<file path="config.mk">
export PLATFORM = sky130hd
export DESIGN_NAME = slot_id_allocator_unit
export DESIGN_NICKNAME = d
export VERILOG_FILES = /design/src/rtl/sida_pkg.sv /design/src/rtl/sida_prienc8.sv /design/src/rtl/slot_id_allocator_unit.sv
export SDC_FILE = /design/constraint.sdc
export NUM_CORES = 2
export LEC_CHECK = 0
export CORE_MARGIN = 2
export CORE_UTILIZATION = 25
export CTS_CLUSTER_SIZE = 8
export DETAILED_ROUTE_END_ITERATION = 8
export DONT_BUFFER_PORTS = 1
export GPL_TIMING_DRIVEN = 0
export PLACE_DENSITY = 0.42
export SYNTH_ARGS = -nofsm -noshare
export SYNTH_HDL_FRONTEND = slang
export SYNTH_SLANG_ARGS = --single-unit
</file>
<file path="constraint.sdc">
create_clock -name clk -period 4.81 [get_ports clk]
set_input_delay 0.481 -clock clk [delete_from_list [all_inputs] [get_ports clk]]
set_output_delay 0.481 -clock clk [all_outputs]
set_load 0.01 [all_outputs]
</file>
<file path="src/rtl/sida_pkg.sv">
`timescale 1ns / 1ps
`default_nettype none
package sida_pkg;

  localparam int MAX_SLOTS  = 2048;
  localparam int SLOT_W     = 11;
  localparam int CFG_W      = 12;
  localparam int HW_W       = 12;
  localparam int RID_W      = 16;
  localparam int STATUS_W   = 3;
  localparam int MAP_WORD_W = 32;
  localparam int MAP_WORDS  = MAX_SLOTS / MAP_WORD_W;
  localparam int WIDX_W     = 6;
  localparam int BIDX_W     = 5;

  localparam logic [RID_W-1:0] SENTINEL_ID = 16'hffff;
  localparam logic [CFG_W-1:0] MAX_SLOTS_RESET = 12'd2048;

  // Result status codes
  localparam logic [STATUS_W-1:0] STAT_ALLOCATED = 3'd0;
  localparam logic [STATUS_W-1:0] STAT_EXHAUSTED = 3'd1;
  localparam logic [STATUS_W-1:0] STAT_RELEASED  = 3'd2;
  localparam logic [STATUS_W-1:0] STAT_SENTINEL  = 3'd3;
  localparam logic [STATUS_W-1:0] STAT_RANGE     = 3'd4;
  localparam logic [STATUS_W-1:0] STAT_DUPLICATE = 3'd5;

  // Result of the shared 8-bit leading-one encoder
  typedef struct packed {
    logic       found;
    logic [2:0] idx;
  } penc_res_t;

endpackage
`default_nettype wire

</file>
<file path="src/rtl/sida_prienc8.sv">
`timescale 1ns / 1ps
`default_nettype none
module sida_prienc8 (
  input  wire logic [7:0]          vec,
  output sida_pkg::penc_res_t      res
);
  import sida_pkg::*;

  // Pick the highest set bit; later iterations override lower ones
  always_comb begin
    res.found = |vec;
    res.idx   = 3'd0;
    for (int i = 0; i < 8; i++) begin
      if (vec[i]) begin
        res.idx = 3'(i);
      end
    end
  end

endmodule
`default_nettype wire

</file>
<file path="src/rtl/slot_id_allocator_unit.sv">
`timescale 1ns / 1ps
`default_nettype none
// Slot identifier allocator. An item is taken when start is high and busy is low;
// exactly one result follows as a one-cycle out_valid pulse that cannot be held
// off, so the receiver must take it when it appears. Allocation from the free
// set steps through DEC, WSEL, RD, EVAL, BIT and WR before the result strobe; a
// fresh or exhausted allocation, a sentinel or an out-of-range release ends in DEC,
// a release walks DEC, RD, EVAL and WR, one of an identifier already free ends in
// EVAL. The sequencer walks one shared 8-bit leading-one encoder over a 64-bit
// word summary and then over one 32-bit word of the free bitmap, with one
// registered read of the bitmap memory in between. No clearing pass after reset:
// per-word valid flops make unwritten bitmap words read as empty.
module slot_id_allocator_unit (
  input  wire logic                           clk,
  input  wire logic                           rst_n,
  input  wire logic                           start,
  output      logic                           busy,
  input  wire logic                           in_mode,
  input  wire logic [sida_pkg::RID_W-1:0]     in_release_id,
  output      logic                           out_valid,
  output      logic [sida_pkg::STATUS_W-1:0]  out_status,
  output      logic [sida_pkg::SLOT_W-1:0]    out_slot_id,
  input  wire logic                           cfg_we,
  input  wire logic [sida_pkg::CFG_W-1:0]     cfg_wdata
);
  import sida_pkg::*;

  typedef enum logic [6:0] {
    S_IDLE = 7'b0000001,
    S_DEC  = 7'b0000010,
    S_WSEL = 7'b0000100,
    S_RD   = 7'b0001000,
    S_EVAL = 7'b0010000,
    S_BIT  = 7'b0100000,
    S_WR   = 7'b1000000
  } state_t;

  state_t                 state_r, state_nxt;
  logic [CFG_W-1:0]       max_slots_r;
  logic [HW_W-1:0]        hw_r, hw_nxt;
  logic                   mode_r;
  logic [RID_W-1:0]       rid_r;
  logic [2:0]             grp_r, grp_nxt;
  logic [WIDX_W-1:0]      widx_r, widx_nxt;
  logic [1:0]             byte_r, byte_nxt;
  logic [BIDX_W-1:0]      bidx_r, bidx_nxt;
  logic [MAP_WORD_W-1:0]  wnew_r, wnew_nxt;
  logic [MAP_WORDS-1:0]   summary_r;
  logic [MAP_WORDS-1:0]   wvalid_r;
  logic [MAP_WORD_W-1:0]  mem [MAP_WORDS];
  logic [MAP_WORD_W-1:0]  rd_data_r;
  logic                   rd_valid_r;
  logic [MAP_WORD_W-1:0]  word;
  logic                   out_valid_r, out_valid_nxt;
  logic [STATUS_W-1:0]    out_status_r, out_status_nxt;
  logic [SLOT_W-1:0]      out_slot_r, out_slot_nxt;
  logic [HW_W-1:0]        limit;
  logic [7:0]             grp_any;
  logic [7:0]             byte_any;
  logic [7:0]             pe_vec;
  penc_res_t              pe;
  logic                   accept;

  assign busy        = (state_r != S_IDLE);
  assign accept      = start && !busy;
  assign out_valid   = out_valid_r;
  assign out_status  = out_status_r;
  assign out_slot_id = out_slot_r;

  // Saturate the configured limit to the table size
  assign limit = (max_slots_r > CFG_W'(MAX_SLOTS)) ? HW_W'(MAX_SLOTS) : max_slots_r;

  // Unwritten bitmap words read as empty
  assign word = rd_valid_r ? rd_data_r : '0;

  always_comb begin
    for (int g = 0; g < 8; g++) begin
      grp_any[g] = |summary_r[g*8 +: 8];
    end
    byte_any = {4'b0000, |word[31:24], |word[23:16], |word[15:8], |word[7:0]};
  end

  // Feed the shared encoder according to the step in progress
  always_comb begin
    unique case (state_r)
      S_DEC:   pe_vec = grp_any;
      S_WSEL:  pe_vec = summary_r[grp_r*8 +: 8];
      S_EVAL:  pe_vec = byte_any;
      S_BIT:   pe_vec = word[byte_r*8 +: 8];
      default: pe_vec = 8'h00;
    endcase
  end

  sida_prienc8 u_penc (
    .vec (pe_vec),
    .res (pe)
  );

  // Sequencer
  always_comb begin
    state_nxt      = state_r;
    hw_nxt         = hw_r;
    grp_nxt        = grp_r;
    widx_nxt       = widx_r;
    byte_nxt       = byte_r;
    bidx_nxt       = bidx_r;
    wnew_nxt       = wnew_r;
    out_valid_nxt  = 1'b0;
    out_status_nxt = out_status_r;
    out_slot_nxt   = out_slot_r;
    unique case (state_r)
      S_IDLE: begin
        if (accept) begin
          state_nxt = S_DEC;
        end
      end
      S_DEC: begin
        if (mode_r) begin
          if (rid_r == SENTINEL_ID) begin
            out_valid_nxt  = 1'b1;
            out_status_nxt = STAT_SENTINEL;
            out_slot_nxt   = '0;
            state_nxt      = S_IDLE;
          end else if (rid_r >= RID_W'(hw_r) || rid_r >= RID_W'(MAX_SLOTS)) begin
            out_valid_nxt  = 1'b1;
            out_status_nxt = STAT_RANGE;
            out_slot_nxt   = '0;
            state_nxt      = S_IDLE;
          end else begin
            widx_nxt  = rid_r[SLOT_W-1:BIDX_W];
            bidx_nxt  = rid_r[BIDX_W-1:0];
            state_nxt = S_RD;
          end
        end else if (pe.found) begin
          grp_nxt   = pe.idx;
          state_nxt = S_WSEL;
        end else if (hw_r >= limit) begin
          out_valid_nxt  = 1'b1;
          out_status_nxt = STAT_EXHAUSTED;
          out_slot_nxt   = '0;
          state_nxt      = S_IDLE;
        end else begin
          out_valid_nxt  = 1'b1;
          out_status_nxt = STAT_ALLOCATED;
          out_slot_nxt   = hw_r[SLOT_W-1:0];
          hw_nxt         = hw_r + HW_W'(1);
          state_nxt      = S_IDLE;
        end
      end
      S_WSEL: begin
        widx_nxt  = {grp_r, pe.idx};
        state_nxt = S_RD;
      end
      S_RD: begin
        state_nxt = S_EVAL;
      end
      S_EVAL: begin
        if (mode_r) begin
          if (word[bidx_r]) begin
            out_valid_nxt  = 1'b1;
            out_status_nxt = STAT_DUPLICATE;
            out_slot_nxt   = '0;
            state_nxt      = S_IDLE;
          end else begin
            wnew_nxt  = word | (MAP_WORD_W'(1) << bidx_r);
            state_nxt = S_WR;
          end
        end else begin
          byte_nxt  = pe.idx[1:0];
          state_nxt = S_BIT;
        end
      end
      S_BIT: begin
        bidx_nxt  = {byte_r, pe.idx};
        wnew_nxt  = word & ~(MAP_WORD_W'(1) << {byte_r, pe.idx});
        state_nxt = S_WR;
      end
      S_WR: begin
        out_valid_nxt  = 1'b1;
        out_status_nxt = mode_r ? STAT_RELEASED : STAT_ALLOCATED;
        out_slot_nxt   = mode_r ? '0 : {widx_r, bidx_r};
        state_nxt      = S_IDLE;
      end
      default: begin
        state_nxt = S_IDLE;
      end
    endcase
  end

  // Control state
  always_ff @(posedge clk) begin
    if (!rst_n) begin
      state_r     <= S_IDLE;
      max_slots_r <= MAX_SLOTS_RESET;
      hw_r        <= '0;
      summary_r   <= '0;
      wvalid_r    <= '0;
      out_valid_r <= 1'b0;
    end else begin
      state_r     <= state_nxt;
      hw_r        <= hw_nxt;
      out_valid_r <= out_valid_nxt;
      if (cfg_we) begin
        max_slots_r <= cfg_wdata;
      end
      if (state_r == S_WR) begin
        summary_r[widx_r] <= |wnew_r;
        wvalid_r[widx_r]  <= 1'b1;
      end
    end
  end

  // Payload registers
  always_ff @(posedge clk) begin
    if (accept) begin
      mode_r <= in_mode;
      rid_r  <= in_release_id;
    end
    grp_r        <= grp_nxt;
    widx_r       <= widx_nxt;
    byte_r       <= byte_nxt;
    bidx_r       <= bidx_nxt;
    wnew_r       <= wnew_nxt;
    out_status_r <= out_status_nxt;
    out_slot_r   <= out_slot_nxt;
  end

  // Free bitmap memory: one registered read, one write port
  always_ff @(posedge clk) begin
    if (state_r == S_RD) begin
      rd_data_r  <= mem[widx_r];
      rd_valid_r <= wvalid_r[widx_r];
    end
    if (state_r == S_WR) begin
      mem[widx_r] <= wnew_r;
    end
  end

  // Checks
  a_slot_zero: assert property (@(posedge clk) disable iff (!rst_n)
    (out_valid && out_status != STAT_ALLOCATED) |-> (out_slot_id == '0))
    else $error("non-allocation result carries a slot id");

  a_hw_bound: assert property (@(posedge clk) disable iff (!rst_n)
    hw_r <= HW_W'(MAX_SLOTS))
    else $error("high-water mark beyond table size");

  a_accept_busy: assert property (@(posedge clk) disable iff (!rst_n)
    accept |=> busy)
    else $error("accepted item did not make the block busy");

  a_done_strobe: assert property (@(posedge clk) disable iff (!rst_n)
    ($past(rst_n) && $fell(busy)) |-> out_valid)
    else $error("item finished without a result strobe");

endmodule
`default_nettype wire
</file>
# Word-level counts from Yosys, hierarchy flattened

Memory sizes are Yosys's and may differ from the RTL's. A register that Yosys moved wholly into a read port is not among the register bits.
Index checks and enable logic that the tools add are counted.

Add/subtract/negate cells: 1
Magnitude comparators: 7
Equality and inequality tests: 18
Shifts and indexed selects: 4
Muxes and demuxes: 63
Bitwise gates (word level): 7
Reduce and logical (&&, ||, !) cells: 29

Operators by type and width:

| cell                                                                 | count |
|---|---|
| OR reduction 8 bit                                                   | 13 |
| 2-to-1 mux 32 bit                                                    | 3 |
| 2-to-1 mux 11 bit                                                    | 8 |
| bitwise mux 64 bit                                                   | 1 |
| OR 64 bit                                                            | 1 |
| one-hot mux 32 bit (2 select lines)                                  | 1 |
| indexed part select 64 x 7 -> 8 bit                                  | 1 |
| left shift 1 x 5 -> 32 bit (first input constant)                    | 2 |
| one-hot mux 7 bit (6 select lines)                                   | 1 |
| 2-to-1 mux 3 bit                                                     | 11 |
| one-hot mux 11 bit (3 select lines)                                  | 1 |
| bitwise AND 32 bit                                                   | 1 |
| inverter 32 bit                                                      | 1 |
| OR 32 bit                                                            | 1 |
| one-hot mux 8 bit (4 select lines)                                   | 1 |
| OR reduction 32 bit                                                  | 1 |
| indexed part select 32 x 6 -> 8 bit                                  | 1 |
| 2-to-1 mux 7 bit                                                     | 4 |
| 2-to-1 mux 6 bit                                                     | 3 |
| == test 16 bit (second input constant)                               | 1 |
| greater-or-equal comparator 16 x 12 -> 1 bit                         | 1 |
| greater-or-equal comparator 16 x 12 -> 1 bit (second input constant) | 1 |
| 2-to-1 mux 5 bit                                                     | 3 |
| != test 2 bit (second input constant)                                | 7 |
| 37 further kinds                                                     | 60 |

Bits in registers: 240
Memory bits (writable): 2048
Input bits: 33
Output and inout port bits: 16
Logic and storage cells: 146
Memories: 1

Memories:

| memory | depth | width | rd ports | clocked after memory_dff | wr ports | RTL line                     | source |
|---|---|---|---|---|---|---|---|
| mem    | 64    | 32    | 1        | 1                        | 1        | slot_id_allocator_unit.sv:50 | `logic [MAP_WORD_W-1:0] mem [MAP_WORDS];` |

# Logic depth before layout (Yosys ltp)

Depth after elaboration: 14
Gate-level depth with buffers: 12
Mapped depth without buffers: 10

# Cells and area by module

A second synthesis with hierarchy kept.

Cells, all modules: 5274
Area total of the unflattened synthesis: 90459.3 µm²

Modules (own cells, without submodules):

| module                 | instances | cells each | area each (µm²) | seq. area each (µm²) |
|---|---|---|---|---|
| slot_id_allocator_unit | 1         | 5262       | 90392.9         | 68065.3 |
| sida_prienc8           | 1         | 12         | 66.3            | 0.0 |

# Worst setup path before layout

No wires, ideal clock.

Path kind: reg2reg
From: reg state_r[6]
To: reg rd_data_r[0], read port of mem (enable)
Library setup time: 0.510 ns
Data arrival time: 4.202 ns
Required time: 4.300 ns
Setup slack: 0.098 ns
Stages on the path, launching flop included: 4
Path buffers: 1
Period minus slack after synthesis: 4.712 ns
Path through: dfxtp_1 > buf_2 > nor4_2 > nor4bb_1

Longest elaborated chain between the ends: 1

RTL lines:

| element                  | RTL line                      | source |
|---|---|---|
| start: declaration       | slot_id_allocator_unit.sv:38  | `state_t state_r, state_nxt;` |
| start signal: assignment | slot_id_allocator_unit.sv:200 | `state_r <= state_nxt;` |
| == test 7 x 4 -> 1 bit   | slot_id_allocator_unit.sv:230 | `if (state_r == S_RD) begin` |
| end: declaration         | slot_id_allocator_unit.sv:51  | `logic [MAP_WORD_W-1:0] rd_data_r;` |

No other way between the ends.
A chain may end at the register's enable or synchronous reset.

==> flow_summary.json <==
{
  "dpl_cell_area_um2": 97500,
  "wire_per_inst_um": 41.7,
  "cts_tree": "yes",
  "grt_max_degree": 33,
  "ys_seq_elements": 2320,
  "design.core.area_um2": 342000,
  "outcome": "complete, but fails checks",
  "clkSinkCount": 2320,
  "layout_commonest_cell": "edfxtp_1",
  "maxCapViolations": 5,
  "ys.flop_type": "edfxtp_1",
  "relSlewSlack_pct": -4.96,
  "vias_per_cell": 5.67,
  "clock.fmax_mhz": 198,
  "drt_pass1_iterations": 6,
  "initial_core_util_pct": 25.1,
  "fillers": 33400,
  "grt_util_all_layers_pct": 24.1,
  "synth_nets": 5079,
  "clkTransAtPathRegs_ns": 0.05,
  "insertion_delay_ns": 0.92,
  "leakage_nw": 33.0,
  "cp_max_fo": 10,
  "fin_nets": 5696,
  "grt_pass1_wl_um": 552000,
  "finalCriticalPeriod_ns": 5.05,
  "synth.distinct_cells": 72,
  "die_w_um": 590,
  "slew_viol_final": 55,
  "grt_setup_unrepaired": "true",
  "setup_viol": 35,
  "start_kind": "register",
  "synthArstFlopShare_pct": 0,
  "hpwl_um": 299000,
  "violations": "max-capacitance violations, max-slew violations, negative setup slack",
  "multi_input_area_um2": 17000,
  "netlist_area_um2": 85800,
  "numPortBuffers": 0,
  "layout_common_cells": "edfxtp_1, a22oi_1, clkbuf_16",
  "skew_ns": 0.0989,
  "synth_area_per_cell_um2": 17.1,
  "synth_edf_count": 2160,
  "setup_ws_ns": -0.236,
  "setup_tns_ns": -3.47,
  "netlist_instances": 5021,
  "drt_iter0_markers": 10700,
  "drive_above_1_share_pct": 16.6,
  "ys_warn_count": 0,
  "finalNonFillerCells": 10400,
  "cp.required_ns": 5.43,
  "crit_type": "register to register",
  "cp-end-kind": "register",
  "worst_slew_pin_slew_ns": 1.57,
  "num_io_pins": 49,
  "vias": 58700,
  "r2r_cells": 6,
  "grt_overflow": 0,
  "ant_nets": 0,
  "dieArea_um2": 348000,
  "cts_root_buf": "clkbuf_16",
  "hp-class": "input pin to register",
  "routed_wl_um": 432000,
  "p_per_area_nw_per_um2": 406,
  "seq_area_frac_synth_pct": 79.4,
  "antenna_found_initial": 64,
  "min_path_cells": 3,
  "ctsHtreeMaxLevel": 5,
  "place.gp.congestion": 0.938,
  "cts.path.max_buffers": 4,
  "cts_buffers": 333,
  "grt_pass1_vias": 53800,
  "hold_viol_final": 0,
  "ir_drop_mv": 0.340,
  "ff_latch_area_um2": 68100,
  "placed_cells": 9820,
  "finalPower_mw": 43.6,
  "areaGrowthSynthToFinish_pct": 25.3,
  "final_cell_area_um2": 107000,
  "critPathArrivalTime_ns": 5.66,
  "die_h_um": 590,
  "post-route-drc-count": 0,
  "post-route-period-util_pct": 105,
  "rows": 215
}
## Yosys cell counts (9+ instances only)
library cell / n / area [um^2]
edfxtp_1: 2160 / 64900
a22oi_1: 952 / 7150
clkbuf_1: 280 / 1050
nor2_1: 226 / 848
nand4_1: 213 / 1330
dfxtp_1: 160 / 3200
nand2_1: 132 / 495
a21oi_1: 108 / 541
a31oi_1: 106 / 663
a22o_1: 102 / 893
a221oi_1: 91 / 797
o21ai_0: 47 / 235
nor4_1: 40 / 250
o21a_1: 40 / 300
mux2i_1: 39 / 390
a211oi_1: 33 / 248
buf_1: 31 / 116
ha_1: 25 / 313
mux4_2: 25 / 563
inv_1: 24 / 90.1
nand3_1: 21 / 105
nor3_1: 14 / 70.1
buf_2: 11 / 55.1
nand3b_1: 10 / 75.1
o211ai_1: 9 / 67.6
## worst max-delay path, stage by stage (launching register included)
cell and delay (ns):
edfxtp_1 0.32, clkbuf_1 0.78, and3_1 0.26, clkbuf_1 0.97
clkbuf_1 1.22, a21oi_1 0.74, nand4_1 0.50
## final timing paths
path | startpoint | endpoint | slack (ns)
worst min register to register | wvalid_r[62] | wvalid_r[62] | 0.47
worst max-delay path | widx_r[4] | rd_data_r[16] | -0.24
worst min-delay path | rst_n | summary_r[12] | 0.14
worst max register to register | widx_r[4] | rd_data_r[16] | -0.24
## cells by family (layout without fill, tap and decap cells)
group           Yosys count  count (layout)  share of synthesized area, %
mux                      66              66                          1.14
buf+inv                 357            1117                          1.62
compound gates         1522            1522                          13.1
flops                  2320            2320                          79.4
fa+ha+maj                25              25                         0.365
other cells               0              14                             0
xor+xnor                  1               1                        0.0102
simple gates            730             730                          4.41
## sequential cells by signal, summed over array words and instances, names as in the netlist
signal / flops
out_valid: 1
rd_valid_r: 1
summary_r: 64
state_r: 7
widx_r: 6
mem: 2048
bidx_r: 5
grp_r: 3
wnew_r: 32
rd_data_r: 32
max_slots_r: 12
byte_r: 2
wvalid_r: 64
out_slot_id: 11
hw_r: 12
out_status: 3
mode_r: 1
rid_r: 16
## layer usage
metal | part of all wire (%) | global-route usage [%] | vias to the layer above | wire (um)
li1 | - | - | 22200 | -
met1 | 39 | 31.6 | 31200 | 167000
met2 | 44 | 36.7 | 4342 | 191000
met3 | 11 | 6.20 | 938 | 48900
met4 | 5.7 | 12.3 | 24 | 24800
met5 | 0.077 | 0.383 | - | 334
## timing repair
| action | CTS | global route |
|---|---|---|
| resized for setup | 101 | 34 |
| setup endpoints to repair | 32 | 25 |
| hold buffers | 33 | 0 |
| buffers inserted | 0 | 7 |
| pin swaps | 4 | 3 |
| endpoints found under the hold margin | 32 | 0 |
## report_power, final
| group | leakage, nW | internal, mW | switching (mW) |
|---|---|---|---|
| combinational | 7.85 | 0.0639 | 0.126 |
| sequential | 20.7 | 21.8 | 0.0293 |
| clock | 4.46 | 12.8 | 8.75 |
## metrics by stage
step | hold WS (ns) | setup WS [ns] | util (%)
floorplan | 0.440 | 0.0979 | -
global placement | 0.447 | -5.12 | 26.7
detailed placement | 0.453 | -1.25 | 28.5
CTS | 0.0944 | -0.00596 | 31.4
global route | 0.167 | -0.0290 | 31.4
finish | 0.141 | -0.236 | 31.4
## layout make-up
| type | count | area share, % |
|---|---|---|
| Multi-Input combinational cell | 2344 | 15.8 |
| Clock inverter | 17 | 0.224 |
| Buffer | 332 | 1.47 |
| Sequential cell | 2320 | 63.3 |
| Inverter | 25 | 0.0873 |
| Timing Repair Buffer | 282 | 5.33 |
| Clock buffer | 461 | 8.38 |
| Tap cell | 4557 | 5.31 |
| Antenna cell | 14 | 0.0326 |
Note: power is estimated with default switching activity, not from simulation.
